--- config.mk ---
export PLATFORM = sky130hd
export DESIGN_NAME = ssc_accum_unit
export DESIGN_NICKNAME = d
export VERILOG_FILES = /design/src/hdl/ssc_pkg.sv /design/src/hdl/ssc_accum_unit.sv
export SDC_FILE = /design/constraint.sdc
export NUM_CORES = 1
export LEC_CHECK = 0
export ABC_AREA = 1
export BUFFER_PORTS_ARGS = -buffer_cell sky130_fd_sc_hd__buf_2
export CORE_UTILIZATION = 45
export DETAILED_ROUTE_END_ITERATION = 10
export GPL_TIMING_DRIVEN = 1
export PLACE_DENSITY_LB_ADDON = 0.15
export SLEW_MARGIN = 20
export SYNTH_ARGS = -nofsm -noshare
export SYNTH_HDL_FRONTEND = slang
export SYNTH_SLANG_ARGS = --single-unit
--- constraint.sdc ---
create_clock -name vclk -period 3.7
set_input_delay 0.925 -clock vclk [all_inputs]
set_output_delay 0.925 -clock vclk [all_outputs]
set_load 0.02 [all_outputs]
--- src/hdl/ssc_pkg.sv ---
// Shared types, sizes and the address helper for the sized subset-sum counter.
// Used by every module of the block but ssc_ways_ram; depends on nothing.
`timescale 1ns / 1ps
`default_nettype none

package ssc_pkg;

    localparam int MAX_COINS = 32;
    localparam int MAX_SUM   = 511;

    localparam int PICK_ROWS = MAX_COINS + 1;
    localparam int SUM_COLS  = MAX_SUM + 1;
    localparam int DEPTH     = PICK_ROWS * SUM_COLS;

    localparam int ROW_W  = $clog2(PICK_ROWS);
    localparam int COL_W  = $clog2(SUM_COLS);
    localparam int IDX_W  = (ROW_W > COL_W) ? ROW_W : COL_W;
    localparam int EXT_W  = IDX_W + 2;
    localparam int ADDR_W = $clog2(DEPTH);

    localparam int COIN_W = 6;
    localparam int PICK_W = 6;
    localparam int TGT_W  = 9;
    localparam int CNT_W  = 30;

    typedef logic [ADDR_W-1:0] t_addr;
    typedef logic [CNT_W-1:0]  t_count;

    // One table update on its way to write-back.
    typedef struct packed {
        logic  valid;
        t_addr waddr;
        logic  fresh;     // first touch of this row: old value counts as zero
        logic  lo_force;  // lower entry is known without a read
        logic  lo_one;    // known lower entry value (one or zero)
    } t_issue;

    typedef struct packed {
        t_addr a_addr;
        t_addr b_addr;
    } t_rd_req;

    function automatic t_addr ways_addr(input logic [ROW_W-1:0] row,
                                        input logic [COL_W-1:0] col);
        return t_addr'(row) * t_addr'(SUM_COLS) + t_addr'(col);
    endfunction

endpackage

`default_nettype wire

--- src/hdl/ssc_accum_unit.sv ---
// Shared update adder: old entry plus the entry one pick smaller, 30-bit wrap.
// Depends on ssc_pkg.
`timescale 1ns / 1ps
`default_nettype none

module ssc_accum_unit (
    input  wire ssc_pkg::t_count i_old,
    input  wire ssc_pkg::t_count i_lo,
    input  wire logic            i_fresh,
    input  wire logic            i_lo_force,
    input  wire logic            i_lo_one,
    output ssc_pkg::t_count      o_sum
);

    ssc_pkg::t_count old_term;
    ssc_pkg::t_count lo_term;

    always_comb begin
        old_term = i_fresh ? '0 : i_old;
        lo_term  = i_lo_force ? ssc_pkg::t_count'(i_lo_one) : i_lo;
        o_sum    = old_term + lo_term;
    end

endmodule

`default_nettype wire

# Word level (Yosys, flattened, before mapping)
# Index checks and enable logic that the tools add are counted.
# W data, S select, Z words.
# word_totals
reg_bits	0
output_inout_bits	30
wordCells	3
in_bits	63
# classes
addsub	1
muxes	2
# ops
operator	count
$mux W30	2
$add A30 B30 Y30	1

# Depth between registers and ports, before layout
# logic_depth
depth_word	2
ltp_mapped	15
ltp_nobuf	15

# Worst setup path after synthesis
# No wires, ideal clock.
# synth_timing
kind	input-to-output
start	in i_fresh
end	out o_sum[16]
slack_ns	-0.200
stages	14
n_path_buf	2
arrival_time_ns	2.975
required_ns	2.775
path_cell_list	clkbuf_1 clkbuf_1 nor2_1 ha_1 inv_1 fa_1 inv_1 nand3_1 nand3_1 nand2_1 nand2_2 nand3_2 nand2_2 xor2_1
# synth_via
elab_chain_len	2
# synth_rtl
element	line	source
start, declared	ssc_accum_unit.sv:9	input wire logic i_fresh,
$mux W30	ssc_accum_unit.sv:19	old_term = i_fresh ? '0 : i_old;
$add A30 B30 Y30	ssc_accum_unit.sv:21	o_sum = old_term + lo_term;
end, declared	ssc_accum_unit.sv:12	output ssc_pkg::t_count o_sum
# Every way passes these cells.

# Worst setup path after layout
# Ends and elaborated chain as after synthesis.

==> results_tabular.tex <==
\begin{tabular}{lr}
\hline
Metric & Value \\
\hline
\multicolumn{2}{l}{\textbf{Finish}} \\
Leading cell type in the layout, fill and taps excluded & nand2\_1 \\
Storage element area & 0 um\^{}2 \\
Number of sequential storage elements & 0 \\
Clock buf count & 0 \\
Filler Cells Inserted & 604 \\
Non-filler cells, final & 755 \\
\# diodes & 0 \\
Fraction of layout instances using a drive strength above 1 & 32.8\% \\
Total area of multi-input combinational cells & 2480 um\^{}2 \\
Final net count & 775 \\
Share of the core filled with cells & 65.0\% \\
Most frequent cells in the layout & nand2\_1 (175), inv\_1 (144), buf\_2 (86) \\
Area growth from synthesis to layout & 40.0\% \\
\multicolumn{2}{l}{\textbf{Global routing}} \\
GRT Total Usage & 23.0\% \\
Number of global-route vias before repair & 2957 \\
Pin count of the biggest net entering global routing & 19 \\
Global-route wire length before repair & 12300 um \\
Number of antenna violations at the first check in global routing & 0 \\
Remaining global-route overflow & 0 \\
\multicolumn{2}{l}{\textbf{Synth}} \\
Syn. warnings & 0 \\
Fraction of post-synthesis cell area in the top cell type by area & 25.4\% \\
Post-synthesis cell type with the largest combined area & nand2\_1 \\
Number of instances in the synthesized netlist & 571 \\
Synth unique cells & 24 \\
Post-synthesis cell area & 2750 um\^{}2 \\
Synth Area per Inst & 4.82 um\^{}2 \\
Sequential share of the synthesized area & 0\% \\
Post-synthesis net count & 664 \\
Leading post-synthesis cells by cell area & nand2\_1 (25\%), inv\_1 (20\%), ha\_1 (13\%) \\
\multicolumn{2}{l}{\textbf{Worst setup path}} \\
Sort of element at the end of the critical path & output port \\
Top fanout value on the critical path & 5 \\
Crit start category & primary input \\
Crit Path Class & in -> out \\
Required time reported for the critical path endpoint & 2.77 ns \\
CP Data Arrival Time & 2.72 ns \\
\multicolumn{2}{l}{\textbf{Routing}} \\
Drc violations & 0 \\
Via count & 3499 \\
Count of routing violations after the opening detailed-route iteration & 135 \\
DR vias/cell & 4.63 \\
Avg WL per Cell & 10.7 um \\
Final Routed Wirelength & 8070 um \\
Number of nets with antenna violations after routing & 0 \\
Pre-antenna DRT Iters & 4 \\
\multicolumn{2}{l}{\textbf{Placement}} \\
Worst slack, placed & -0.0395 ns \\
Number of placed instances, taps included & 748 \\
Estimated wirelength of the detail-placed design & 6510 um \\
Routability-driven placement congestion ratio & 0.869 \\
Number of port buffers & 93 \\
\multicolumn{2}{l}{\textbf{Pwr}} \\
Total power per unit cell area & 130 nW/um\^{}2 \\
Total Power Consumption & 0.501 mW \\
Max VDD drop & 0.0000836 V \\
Static leakage power & 2.58 nW \\
\multicolumn{2}{l}{\textbf{Timing}} \\
Worst slew margin relative to its limit & 82.0\% \\
Final period demand of the worst path & 3.64 ns \\
Timing-limited maximum frequency & 274 MHz \\
Setup slack of the critical path after layout & 0.0567 ns \\
Portion of the clock cycle consumed by the worst path in the final layout & 98.5\% \\
Unrepaired setup endpoints after global routing & yes \\
Final Hold Viols & 0 \\
Final setup violation count & 0 \\
Worst Max-Slew Pin Slew & 0.270 ns \\
Final Slew Violations & 0 \\
\multicolumn{2}{l}{\textbf{Min path}} \\
Classification of the worst-slack hold path & in -> out \\
\multicolumn{2}{l}{\textbf{Floorplan}} \\
Die area & 6430 um\^{}2 \\
Initial standard-cell utilization of the core & 46.4\% \\
Die width & 80.2 um \\
Std-Cell Core Area & 5920 um\^{}2 \\
Number of top-level pins & 93 \\
Die height & 80.2 um \\
Row count & 28 \\
\multicolumn{2}{l}{\textbf{Status}} \\
Outcome & completed \\
\multicolumn{2}{l}{\textbf{Flow run}} \\
Number of maximum-capacitance constraint violations & 0 \\
\multicolumn{2}{l}{\textbf{Clock network}} \\
Number of hold buffers added after CTS & 0 \\
\hline
\end{tabular}
cell families (layout without fill, tap and decap cells):
kind of cell	count (synthesis)	count (layout)	share of synthesized area, %
buffers and inverters	159	268	21.7
AOI/OAI and AO/OA	27	27	6.28
adders and majority gates	30	30	13.9
xor gates and xnor gates	15	15	4.78
and+or+nand+nor	340	340	53.3
path summary, 6_finish.rpt:
path | depth (start not counted) | startpoint | to | slack [ns]
worst max-delay path | 14 | i_fresh | o_sum[16] | 0.06
worst min-delay path | 5 | i_lo_one | o_sum[0] | 2.32
worst max-delay path, stage by stage:
cell and delay, ns:
buf_4 0.15, nor2_2 0.12, ha_2 0.19, inv_2 0.04, fa_2 0.36, inv_2 0.08
nand3_2 0.08, nand3_4 0.16, nand2_4 0.07, nand2_4 0.11, nand3_4 0.07, nand2_4 0.09
xor2_4 0.14, buf_6 0.13
layer usage:
layer	up-vias	track usage, %	part of all wire (%)
met1	1522	31.9	49
met2	87	40.6	46
met3	4	0.795	4.0
met5	-	0	0
met4	0	2.14	0.76
li1	1886	-	-
where the power goes:
group	leakage [nW]	switching [mW]	internal, mW
clock network	0	0	0
logic	2.58	0.300	0.201
registers	0	0	0
synthesized netlist by cell type:
| library cell | n |
|---|---|
| nand2_2 | 21 |
| xor2_1 | 13 |
| a21o_1 | 1 |
| nor2_4 | 4 |
| nor2_2 | 4 |
| nand4_1 | 5 |
| buf_1 | 1 |
| inv_1 | 148 |
| ha_1 | 29 |
| o21bai_4 | 1 |
| inv_2 | 4 |
| fa_1 | 1 |
| a21oi_4 | 1 |
| nand2_1 | 186 |
| o21bai_1 | 4 |
| a21oi_1 | 19 |
| o21ai_0 | 1 |
| nand3_2 | 6 |
| nand3_1 | 23 |
| clkinv_1 | 1 |
| clkbuf_1 | 5 |
| nor3_2 | 3 |
| nor2_1 | 88 |
| xnor2_1 | 2 |
through the flow:
stage,hold slack (ns),area (um^2),TNS [ns]
2_1_floorplan,2.14,2820,-0.00616
3_3_place_gp,2.29,3470,0
3_5_place_dp,2.28,3470,-0.112
4_1_cts,2.29,3470,0
5_1_grt,2.36,3850,-0.135
6_report,2.32,3850,0
area by class of cell:
cell class | instances | area share (%)
Inverter | 153 | 14.9
Multi-Input combinational cell | 412 | 64.3
Timing Repair Buffer | 115 | 18.3
Tap cell | 75 | 2.44
timing repair:
| action | in CTS | in global routing |
|---|---|---|
| gates resized for setup | 2 | 87 |
| endpoints found under the hold margin | 0 | 0 |
| setup buffers | 0 | 5 |
| cloned | 0 | 2 |
| pin swaps | 0 | 20 |
| endpoints found under the setup margin | 7 | 21 |
No activity file was read; power rests on OpenSTA's default activity.
