<file path="src/hdl/ssc_pkg.sv">
// Shared types, sizes and the address helper for the sized subset-sum counter.
// Used by every module of the block but ssc_ways_ram; depends on nothing.
`timescale 1ns / 1ps
`default_nettype none

package ssc_pkg;

    localparam int MAX_COINS = 32;
    localparam int MAX_SUM   = 511;

    localparam int PICK_ROWS = MAX_COINS + 1;
    localparam int SUM_COLS  = MAX_SUM + 1;
    localparam int DEPTH     = PICK_ROWS * SUM_COLS;

    localparam int ROW_W  = $clog2(PICK_ROWS);
    localparam int COL_W  = $clog2(SUM_COLS);
    localparam int IDX_W  = (ROW_W > COL_W) ? ROW_W : COL_W;
    localparam int EXT_W  = IDX_W + 2;
    localparam int ADDR_W = $clog2(DEPTH);

    localparam int COIN_W = 6;
    localparam int PICK_W = 6;
    localparam int TGT_W  = 9;
    localparam int CNT_W  = 30;

    typedef logic [ADDR_W-1:0] t_addr;
    typedef logic [CNT_W-1:0]  t_count;

    // One table update on its way to write-back.
    typedef struct packed {
        logic  valid;
        t_addr waddr;
        logic  fresh;     // first touch of this row: old value counts as zero
        logic  lo_force;  // lower entry is known without a read
        logic  lo_one;    // known lower entry value (one or zero)
    } t_issue;

    typedef struct packed {
        t_addr a_addr;
        t_addr b_addr;
    } t_rd_req;

    function automatic t_addr ways_addr(input logic [ROW_W-1:0] row,
                                        input logic [COL_W-1:0] col);
        return t_addr'(row) * t_addr'(SUM_COLS) + t_addr'(col);
    endfunction

endpackage

`default_nettype wire

</file>
<file path="src/hdl/ssc_sequencer.sv">
// Item sequencer: walks values, picks and sums, issues table updates and the final read.
// Depends on ssc_pkg.
`timescale 1ns / 1ps
`default_nettype none

module ssc_sequencer (
    input  wire logic                         i_clk,
    input  wire logic                         i_rst_n,
    input  wire logic                         i_start,
    input  wire logic [ssc_pkg::COIN_W-1:0]   i_coin_count,
    input  wire logic [ssc_pkg::PICK_W-1:0]   i_pick_count,
    input  wire logic [ssc_pkg::TGT_W-1:0]    i_target_sum,
    input  wire ssc_pkg::t_count              i_rdata_a,
    input  wire logic                         i_res_take,
    output logic                              o_busy,
    output logic                              o_res_valid,
    output ssc_pkg::t_count                   o_result,
    output ssc_pkg::t_issue                   o_issue,
    output ssc_pkg::t_rd_req                  o_rd_req
);

    localparam int ROW_W = ssc_pkg::ROW_W;
    localparam int COL_W = ssc_pkg::COL_W;
    localparam int EXT_W = ssc_pkg::EXT_W;

    localparam logic [2:0] S_IDLE   = 3'd0;
    localparam logic [2:0] S_PLAN   = 3'd1;
    localparam logic [2:0] S_VSTART = 3'd2;
    localparam logic [2:0] S_SWEEP  = 3'd3;
    localparam logic [2:0] S_FETCH  = 3'd4;
    localparam logic [2:0] S_WAIT   = 3'd5;
    localparam logic [2:0] S_DONE   = 3'd6;

    logic [2:0]       r_state, n_state;
    logic [ROW_W-1:0] r_coins, n_coins;
    logic [ROW_W-1:0] r_picks, n_picks;
    logic [COL_W-1:0] r_target, n_target;
    logic             r_bad, n_bad;
    logic [ROW_W-1:0] r_v, n_v;
    logic [ROW_W-1:0] r_p, n_p;
    logic [COL_W-1:0] r_s, n_s;
    ssc_pkg::t_count  r_result, n_result;

    logic [EXT_W-1:0] v_x, p_x, s_x, tgt_x, picks_x, coins_x, diff_x;
    logic [ROW_W-1:0] lo_row;
    logic [COL_W-1:0] lo_col;

    always_comb begin
        v_x     = EXT_W'(r_v);
        p_x     = EXT_W'(r_p);
        s_x     = EXT_W'(r_s);
        tgt_x   = EXT_W'(r_target);
        picks_x = EXT_W'(r_picks);
        coins_x = EXT_W'(r_coins);
        diff_x  = s_x - v_x;
        lo_row  = r_p - ROW_W'(1);
        lo_col  = COL_W'(diff_x);
    end

    // Update for (p, s) at value v: old entry fresh on the row's first pass,
    // lower entry known for row zero and for sums below its reachable range.
    always_comb begin
        o_issue.valid    = (r_state == S_SWEEP);
        o_issue.waddr    = ssc_pkg::ways_addr(r_p, r_s);
        o_issue.fresh    = (p_x == v_x + EXT_W'(1));
        o_issue.lo_force = (r_p == ROW_W'(1)) || (diff_x + EXT_W'(2) < p_x);
        o_issue.lo_one   = (r_p == ROW_W'(1)) && (diff_x == '0);
        o_rd_req.a_addr  = (r_state == S_FETCH) ? ssc_pkg::ways_addr(r_picks, r_target)
                                                : ssc_pkg::ways_addr(r_p, r_s);
        o_rd_req.b_addr  = ssc_pkg::ways_addr(lo_row, lo_col);
    end

    always_comb begin
        n_state  = r_state;
        n_coins  = r_coins;
        n_picks  = r_picks;
        n_target = r_target;
        n_bad    = r_bad;
        n_v      = r_v;
        n_p      = r_p;
        n_s      = r_s;
        n_result = r_result;
        unique case (r_state)
            S_IDLE: begin
                if (i_start) begin
                    if (32'(i_coin_count) > ssc_pkg::MAX_COINS) begin
                        n_coins = ROW_W'(ssc_pkg::MAX_COINS);
                    end else begin
                        n_coins = ROW_W'(i_coin_count);
                    end
                    n_picks  = ROW_W'(i_pick_count);
                    n_target = COL_W'(i_target_sum);
                    n_bad    = (32'(i_pick_count) > ssc_pkg::MAX_COINS) ||
                               (32'(i_target_sum) > ssc_pkg::MAX_SUM);
                    n_state  = S_PLAN;
                end
            end
            S_PLAN: begin
                if (r_bad) begin
                    n_result = '0;
                    n_state  = S_DONE;
                end else if (r_picks == '0) begin
                    n_result = ssc_pkg::t_count'(r_target == '0);
                    n_state  = S_DONE;
                end else begin
                    n_v     = '0;
                    n_state = S_VSTART;
                end
            end
            S_VSTART: begin
                if ((v_x < coins_x) && (v_x <= tgt_x)) begin
                    n_p     = (v_x + EXT_W'(1) < picks_x) ? r_v + ROW_W'(1) : r_picks;
                    n_s     = r_target;
                    n_state = S_SWEEP;
                end else begin
                    n_state = S_FETCH;
                end
            end
            S_SWEEP: begin
                if (s_x == v_x) begin
                    if (r_p == ROW_W'(1)) begin
                        n_v     = r_v + ROW_W'(1);
                        n_state = S_VSTART;
                    end else begin
                        n_p = r_p - ROW_W'(1);
                        n_s = r_target;
                    end
                end else begin
                    n_s = r_s - COL_W'(1);
                end
            end
            S_FETCH: begin
                if ((coins_x < picks_x) || (tgt_x + EXT_W'(1) < picks_x)) begin
                    n_result = '0;
                    n_state  = S_DONE;
                end else begin
                    n_state = S_WAIT;
                end
            end
            S_WAIT: begin
                n_result = i_rdata_a;
                n_state  = S_DONE;
            end
            S_DONE: begin
                if (i_res_take) begin
                    n_state = S_IDLE;
                end
            end
            default: begin
                n_state = S_IDLE;
            end
        endcase
    end

    always_ff @(posedge i_clk) begin
        if (!i_rst_n) begin
            r_state <= S_IDLE;
        end else begin
            r_state <= n_state;
        end
        r_coins  <= n_coins;
        r_picks  <= n_picks;
        r_target <= n_target;
        r_bad    <= n_bad;
        r_v      <= n_v;
        r_p      <= n_p;
        r_s      <= n_s;
        r_result <= n_result;
    end

    assign o_busy      = (r_state != S_IDLE);
    assign o_res_valid = (r_state == S_DONE);
    assign o_result    = r_result;

endmodule

`default_nettype wire

</file>
<file path="config.mk">
export PLATFORM = sky130hd
export DESIGN_NAME = ssc_sequencer
export DESIGN_NICKNAME = d
export VERILOG_FILES = /design/src/hdl/ssc_pkg.sv /design/src/hdl/ssc_sequencer.sv
export SDC_FILE = /design/constraint.sdc
export NUM_CORES = 1
export LEC_CHECK = 0
export BUFFER_PORTS_ARGS = -buffer_cell sky130_fd_sc_hd__buf_2
export CORE_MARGIN = 2
export CORE_UTILIZATION = 58
export CTS_CLUSTER_SIZE = 24
export DETAILED_ROUTE_END_ITERATION = 10
export MAX_ROUTING_LAYER = met4
export PLACE_DENSITY_LB_ADDON = 0.15
export SLEW_MARGIN = 20
export SYNTH_ARGS = -nofsm -noshare
export SYNTH_HDL_FRONTEND = slang
export SYNTH_SLANG_ARGS = --single-unit
</file>
<file path="constraint.sdc">
create_clock -name i_clk -period 6 [get_ports i_clk]
set_clock_uncertainty 0.15 [all_clocks]
set_input_delay 0.9 -clock i_clk [delete_from_list [all_inputs] [get_ports i_clk]]
set_output_delay 0.9 -clock i_clk [all_outputs]
set_load 0.005 [all_outputs]
</file>
# After elaboration in Yosys (flattened, before gate mapping)
# Index checks and enable logic that the tools add are counted.
[totals]
ff_bits = 76
in_bits = 55
out_inout_bits = 81
word_cells = 93
[op_classes]
addsub = 10
order_cmp = 8
n_eq_ne = 20
muxes = 28
n_reduce_logical = 18
[ops]
columns = ["operator", "n"]
rows = [
  ["30-bit 2-to-1 mux", 3],
  ["30-bit one-hot mux with 3 select lines", 1],
  ["6-bit 2-to-1 mux", 8],
  ["15-bit by 9-bit adder with 15-bit output", 3],
  ["9-bit 2-to-1 mux", 3],
  ["6-bit one-hot mux with 2 select lines", 2],
  ["3-bit 2-to-1 mux", 7],
  ["3-bit one-hot mux with 7 select lines", 1],
  ["9-bit one-hot mux with 2 select lines", 1],
  ["15-bit 2-to-1 mux", 1],
  ["6-bit greater-than comparator, second input constant", 2],
  ["6-bit < comparator", 2],
  ["2-bit inequality test, second input constant", 6],
  ["10-bit by 3-bit adder with 11-bit output, second input constant", 1],
  ["6-bit by 11-bit == test with 1-bit output", 1],
  ["11-bit logical NOT", 1],
  ["11-bit by 6-bit < comparator with 1-bit output", 1],
  ["9-bit by 1-bit adder with 10-bit output, second input constant", 1],
  ["10-bit by 6-bit < comparator with 1-bit output", 1],
  ["9-bit by 6-bit subtractor with 10-bit output", 1],
  ["3-bit == test, second input constant", 3],
  ["9-bit by 6-bit == test with 1-bit output", 1],
  ["6-bit by 9-bit <= comparator with 1-bit output", 1],
  ["9-bit logical NOT", 1],
  ["other kinds (21)", 31],
]

# Logic depth before layout (Yosys ltp)
[depth]
word_depth = 5
ltp_mapped = 13
depth_no_buf = 13

# Worst setup path before layout
# No wires, ideal clock.
[synth_path]
kind = "register -> register"
startpoint = "register r_target[0]"
endpoint = "register r_result[0] (netlist: o_result[0]) (enable)"
setup_time_ns = 0.427
arrival_ns = 3.392
t_required_ns = 5.423
path_slack_ns = 2.031
path_stages_with_launch = 9
n_path_buf = 0
period_less_slack_ns = 3.969
cell_sequence = "edfxtp_1 nand3_1 nor3_1 xnor2_1 ha_1 a2111oi_0 a31oi_1 a21bo_2 a21oi_1"
[synth_via]
elab_chain_len = 5
[synth_rtl]
columns = ["element", "line_no", "rtl"]
rows = [
  ["from (decl)", "ssc_sequencer.sv:37", "logic [COL_W-1:0] r_target, n_target;"],
  ["from (signal assigned)", "ssc_sequencer.sv:163", "r_target <= n_target;"],
  ["9-bit by 1-bit adder with 10-bit output", "ssc_sequencer.sv:133", "if ((coins_x < picks_x) || (tgt_x + EXT_W'(1) < picks_x)) begin"],
  ["10-bit by 6-bit < comparator with 1-bit output", "ssc_sequencer.sv:133", ""],
  ["1-bit logical OR", "ssc_sequencer.sv:133", ""],
  ["2-bit by 1-bit inequality test with 1-bit output (no source line)", "-", ""],
  ["3-bit AND reduction (no source line)", "-", ""],
  ["to (signal assigned)", "ssc_sequencer.sv:168", "r_result <= n_result;"],
  ["to (decl)", "ssc_sequencer.sv:42", "ssc_pkg::t_count r_result, n_result;"],
]
# No other way between the ends.
# A chain may end at the register's enable or synchronous reset.

==> reports/results.tsv <==
stage	metric	value	unit
status	status	complete, no violations	
floorplan	overall die area	9363	µm²
clocking	latest clock arrival within the worst-skew pair	0.36	ns
critical_path	worst setup path category	reg2out	
power	maximum VDD drop	260.0	µV
critical_path	crit end category	output port	
synth	Syn Inst Count	479	
synth	Cell variety after synth	63	
power	sw power	1.084	mW
timing	Final Cycle Share	77.88	%
global_routing	vias in the first global route	4095	
timing	Final Hold Viols	0	
power	Internal	1.547	mW
synth	Post-synth ARST share	0	%
finish	share of cells above drive strength 1	29.06	%
synth	largest area contributor in the netlist	edfxtp_1	
clocking	CTS tree	built	
critical_path	startpoint types	flip-flop	
synth	post-synth top area share	43.92	%
power	sw frac	41.20	%
clocking	Resize count post-CTS	0	
timing	Worst Max-Slew Pin Slew	1.036	ns
routing	Iter 0 DRT Violations	270	
clocking	Sink Count	76	
routing	vias per cell	5.798	
power	clock share of power	15.3	%
routing	Antenna Nets Post-Route	0	
finish	ANT cells	0	
worst_hold_path	Min-Delay Path Class	reg2reg	
timing	pins over their slew limit	0	
place	Placement Cell Area	5751	µm²
clocking	H-Tree Depth	3	
synth	Synth Area per Inst	10.42	µm²
global_routing	largest net degree at the start of global routing	45	
critical_path	reg-to-reg endpoint	o_result[0]$_DFFE_PP_	
place	IO buf count	135	
power	Reg power frac	36.0	%
synth	top post-synthesis cells by area	edfxtp_1 (44%), ha_1 (11%), and3_1 (4.3%)	
power	static leakage	2.701	nW
place	GPL Wtd Cong	0.9905	
routing	DR DRC count	0	
flow_run	max cap viols	0	
critical_path	Register-to-Register Path Depth	9	
timing	fmax	214.0	MHz
place	pre-CTS setup slack	1.734	ns
clocking	CTS Buf Count	9	
synth	Ys Warns	0	
synth	post-synthesis sequential area ratio	45.12	%
timing	setup TNS	0	ns
clocking	Setup Fix Bufs, Post-CTS	0	
synth	number of synthesized register bits	76	
critical_path	Worst Path Max Fanout	5	
clocking	Clock Tree Buf Depth	2	
critical_path	CP required	4.95	ns
timing	final worst path period need	4.673	ns
synth	Primary FF master, synth	edfxtp_1	
floorplan	num ports	136	
floorplan	CORE AREA	8299	µm²
synth	Mapped Area	4991	µm²
finish	fin nets	711	
place	dpl hpwl	9346	µm
synth	number of synthesized flops with an enable pin	73	
critical_path	critical path startpoint	r_s[0]$_DFFE_PP_	
power	Tot Pwr	2.630	mW
finish	non-filler cells, final	721	
routing	via count	4180	
timing	Setup WS post-layout	1.327	ns
finish	Synth-to-Final Area Change	19.20	%
global_routing	total grt overflow	0	
timing	RSZ-0062 raised after global routing	no	
routing	first-pass detailed-route iteration total	8	
timing	Worst slew margin	30.70	%
critical_path	R2R setup slack	2.69	ns
floorplan	chip width	96.77	µm
floorplan	num rows	33	
global_routing	first-pass GRT wire length	19930	µm
synth	most numerous cell in the Yosys netlist	edfxtp_1	
floorplan	DIE HEIGHT	96.77	µm
synth	syn nets	579	
global_routing	initial antenna violation count	0	
power	Comb pwr share	48.7	%
clocking	Post-CTS Hold Fix Bufs	0	
synth	Synth top cells by count	edfxtp_1 (73), ha_1 (44), inv_1 (42)	
clocking	Root Buffer Master	clkbuf_8	
timing	Setup violations, final	0	
power	pwr dens	442.1	nW/µm²
routing	final WL	12130	µm
critical_path	arrival time worst endpoint	3.62	ns
floorplan	starting density of the core	60.14	%
critical_path	worst setup path end	o_issue[1]	
place	placed insts	705	
finish	Finished Cell Area	5949	µm²
global_routing	GRT Util Overall	27.06	%
critical_path	Reg-to-Reg Start	r_target[0]$_DFFE_PP_	
routing	DR WL/cell	16.82	µm
clocking	CTS clk-pin slew, worst paths	0.08	ns
[cells in the final DEF (no fill, tap or decap), types with 2 or more instances in the layout]
master and instances:
buf_2 135, nand2b_1 6, nor4_1 6, ha_1 44, or4_1 2, clkbuf_8 9, or3_1 2, a211oi_1 2
a21boi_0 2, nand3_1 13, clkinv_1 2, nor2_1 24, a21o_1 3, nor3_1 16, mux2i_1 9, and4_1 2
o21ai_0 21, a21oi_1 24, dfxtp_1 3, inv_1 42, mux2_2 7, edfxtp_1 73, xnor2_1 20, o21ai_1 4
and2_1 2, and3_1 34, buf_4 4, nand2_1 33, xor2_1 14, nor2b_1 10, o31ai_1 2, a31oi_1 7
o21a_1 3
[power by group through the flow]
stage	sequential, mW	combinational (mW)	clock, mW
6_report	0.948	1.28	0.402
5_1_grt	0.967	1.44	0.433
4_1_cts	0.943	1.28	0.405
3_5_place_dp	0.955	1.27	0
3_3_place_gp	0.947	1.22	0
2_1_floorplan	0.924	0.857	0
[kinds of logic after synthesis]
family	after synthesis	synth area share (%)
DFF	76	45.12
buffers and inverters	61	4.863
and+or+nand+nor	162	17.62
muxes	16	3.384
adders and majority gates	45	11.43
AOI/OAI and AO/OA	85	11.61
xor gates and xnor gates	34	5.966
[worst min path at each step]
stage | from | to | slack [ns] | cells after the start
after floorplan | r_state[1]$_SDFFE_PN0P_ | r_state[1]$_SDFFE_PN0P_ | 0.41 | 3
after global placement | r_s[0]$_DFFE_PP_ | r_s[0]$_DFFE_PP_ | 0.46 | 1
after detailed placement | r_state[0]$_SDFFE_PN0P_ | r_state[0]$_SDFFE_PN0P_ | 0.47 | 3
after CTS | r_state[0]$_SDFFE_PN0P_ | r_state[0]$_SDFFE_PN0P_ | 0.49 | 3
after global routing | r_state[0]$_SDFFE_PN0P_ | r_state[0]$_SDFFE_PN0P_ | 0.54 | 3
final | r_state[0]$_SDFFE_PN0P_ | r_state[0]$_SDFFE_PN0P_ | 0.49 | 3
[metal layers]
| metal | vias to the layer above | GRT usage, % | wire length (µm) |
|---|---|---|---|
| met3 | 21 | 5.564 | 963 |
| met4 | 0 | 6.826 | 202 |
| met1 | 1973 | 34.87 | 5058 |
| met2 | 176 | 44.18 | 5904 |
| li1 | 2010 | - | - |
| met5 | - | - | 0 |
[stage by stage]
step	util, %	hold slack [ns]
after floorplan	-	0.4120
after global placement	69.29	0.4559
after detailed placement	69.29	0.4732
after CTS	71.69	0.4855
after global routing	71.69	0.5372
final	71.69	0.4881
[sequential cells by signal (all words and copies together) (netlist names), 3 cells and up]
name	cells
r_coins	6
r_target	9
o_result	30
r_s	9
r_state	3
r_p	6
r_picks	6
r_v	6
[worst max-delay path, cell delays in order, from the launching register on]
cell and delay [ns]:
edfxtp_1 0.44, inv_1 0.15, ha_1 0.20, inv_1 0.06
fa_1 0.43, a21o_4 0.25, a21oi_1 0.18, xnor2_1 0.25
and3_1 0.28, xor2_1 0.18, ha_1 0.24, nor2b_1 0.14
o41ai_2 0.30, buf_2 0.16
[layout make-up]
cell class              instances  area (µm²)
inverters                      43       161.4
multi-input cells             342        2500
clock buffers                   9       123.9
fillers                       642        2350
flip-flops and latches         76        2252
well taps                     105       131.4
clock inverters                 7       75.07
repair buffers                139       705.7
No activity file was read; power rests on OpenSTA's default activity.
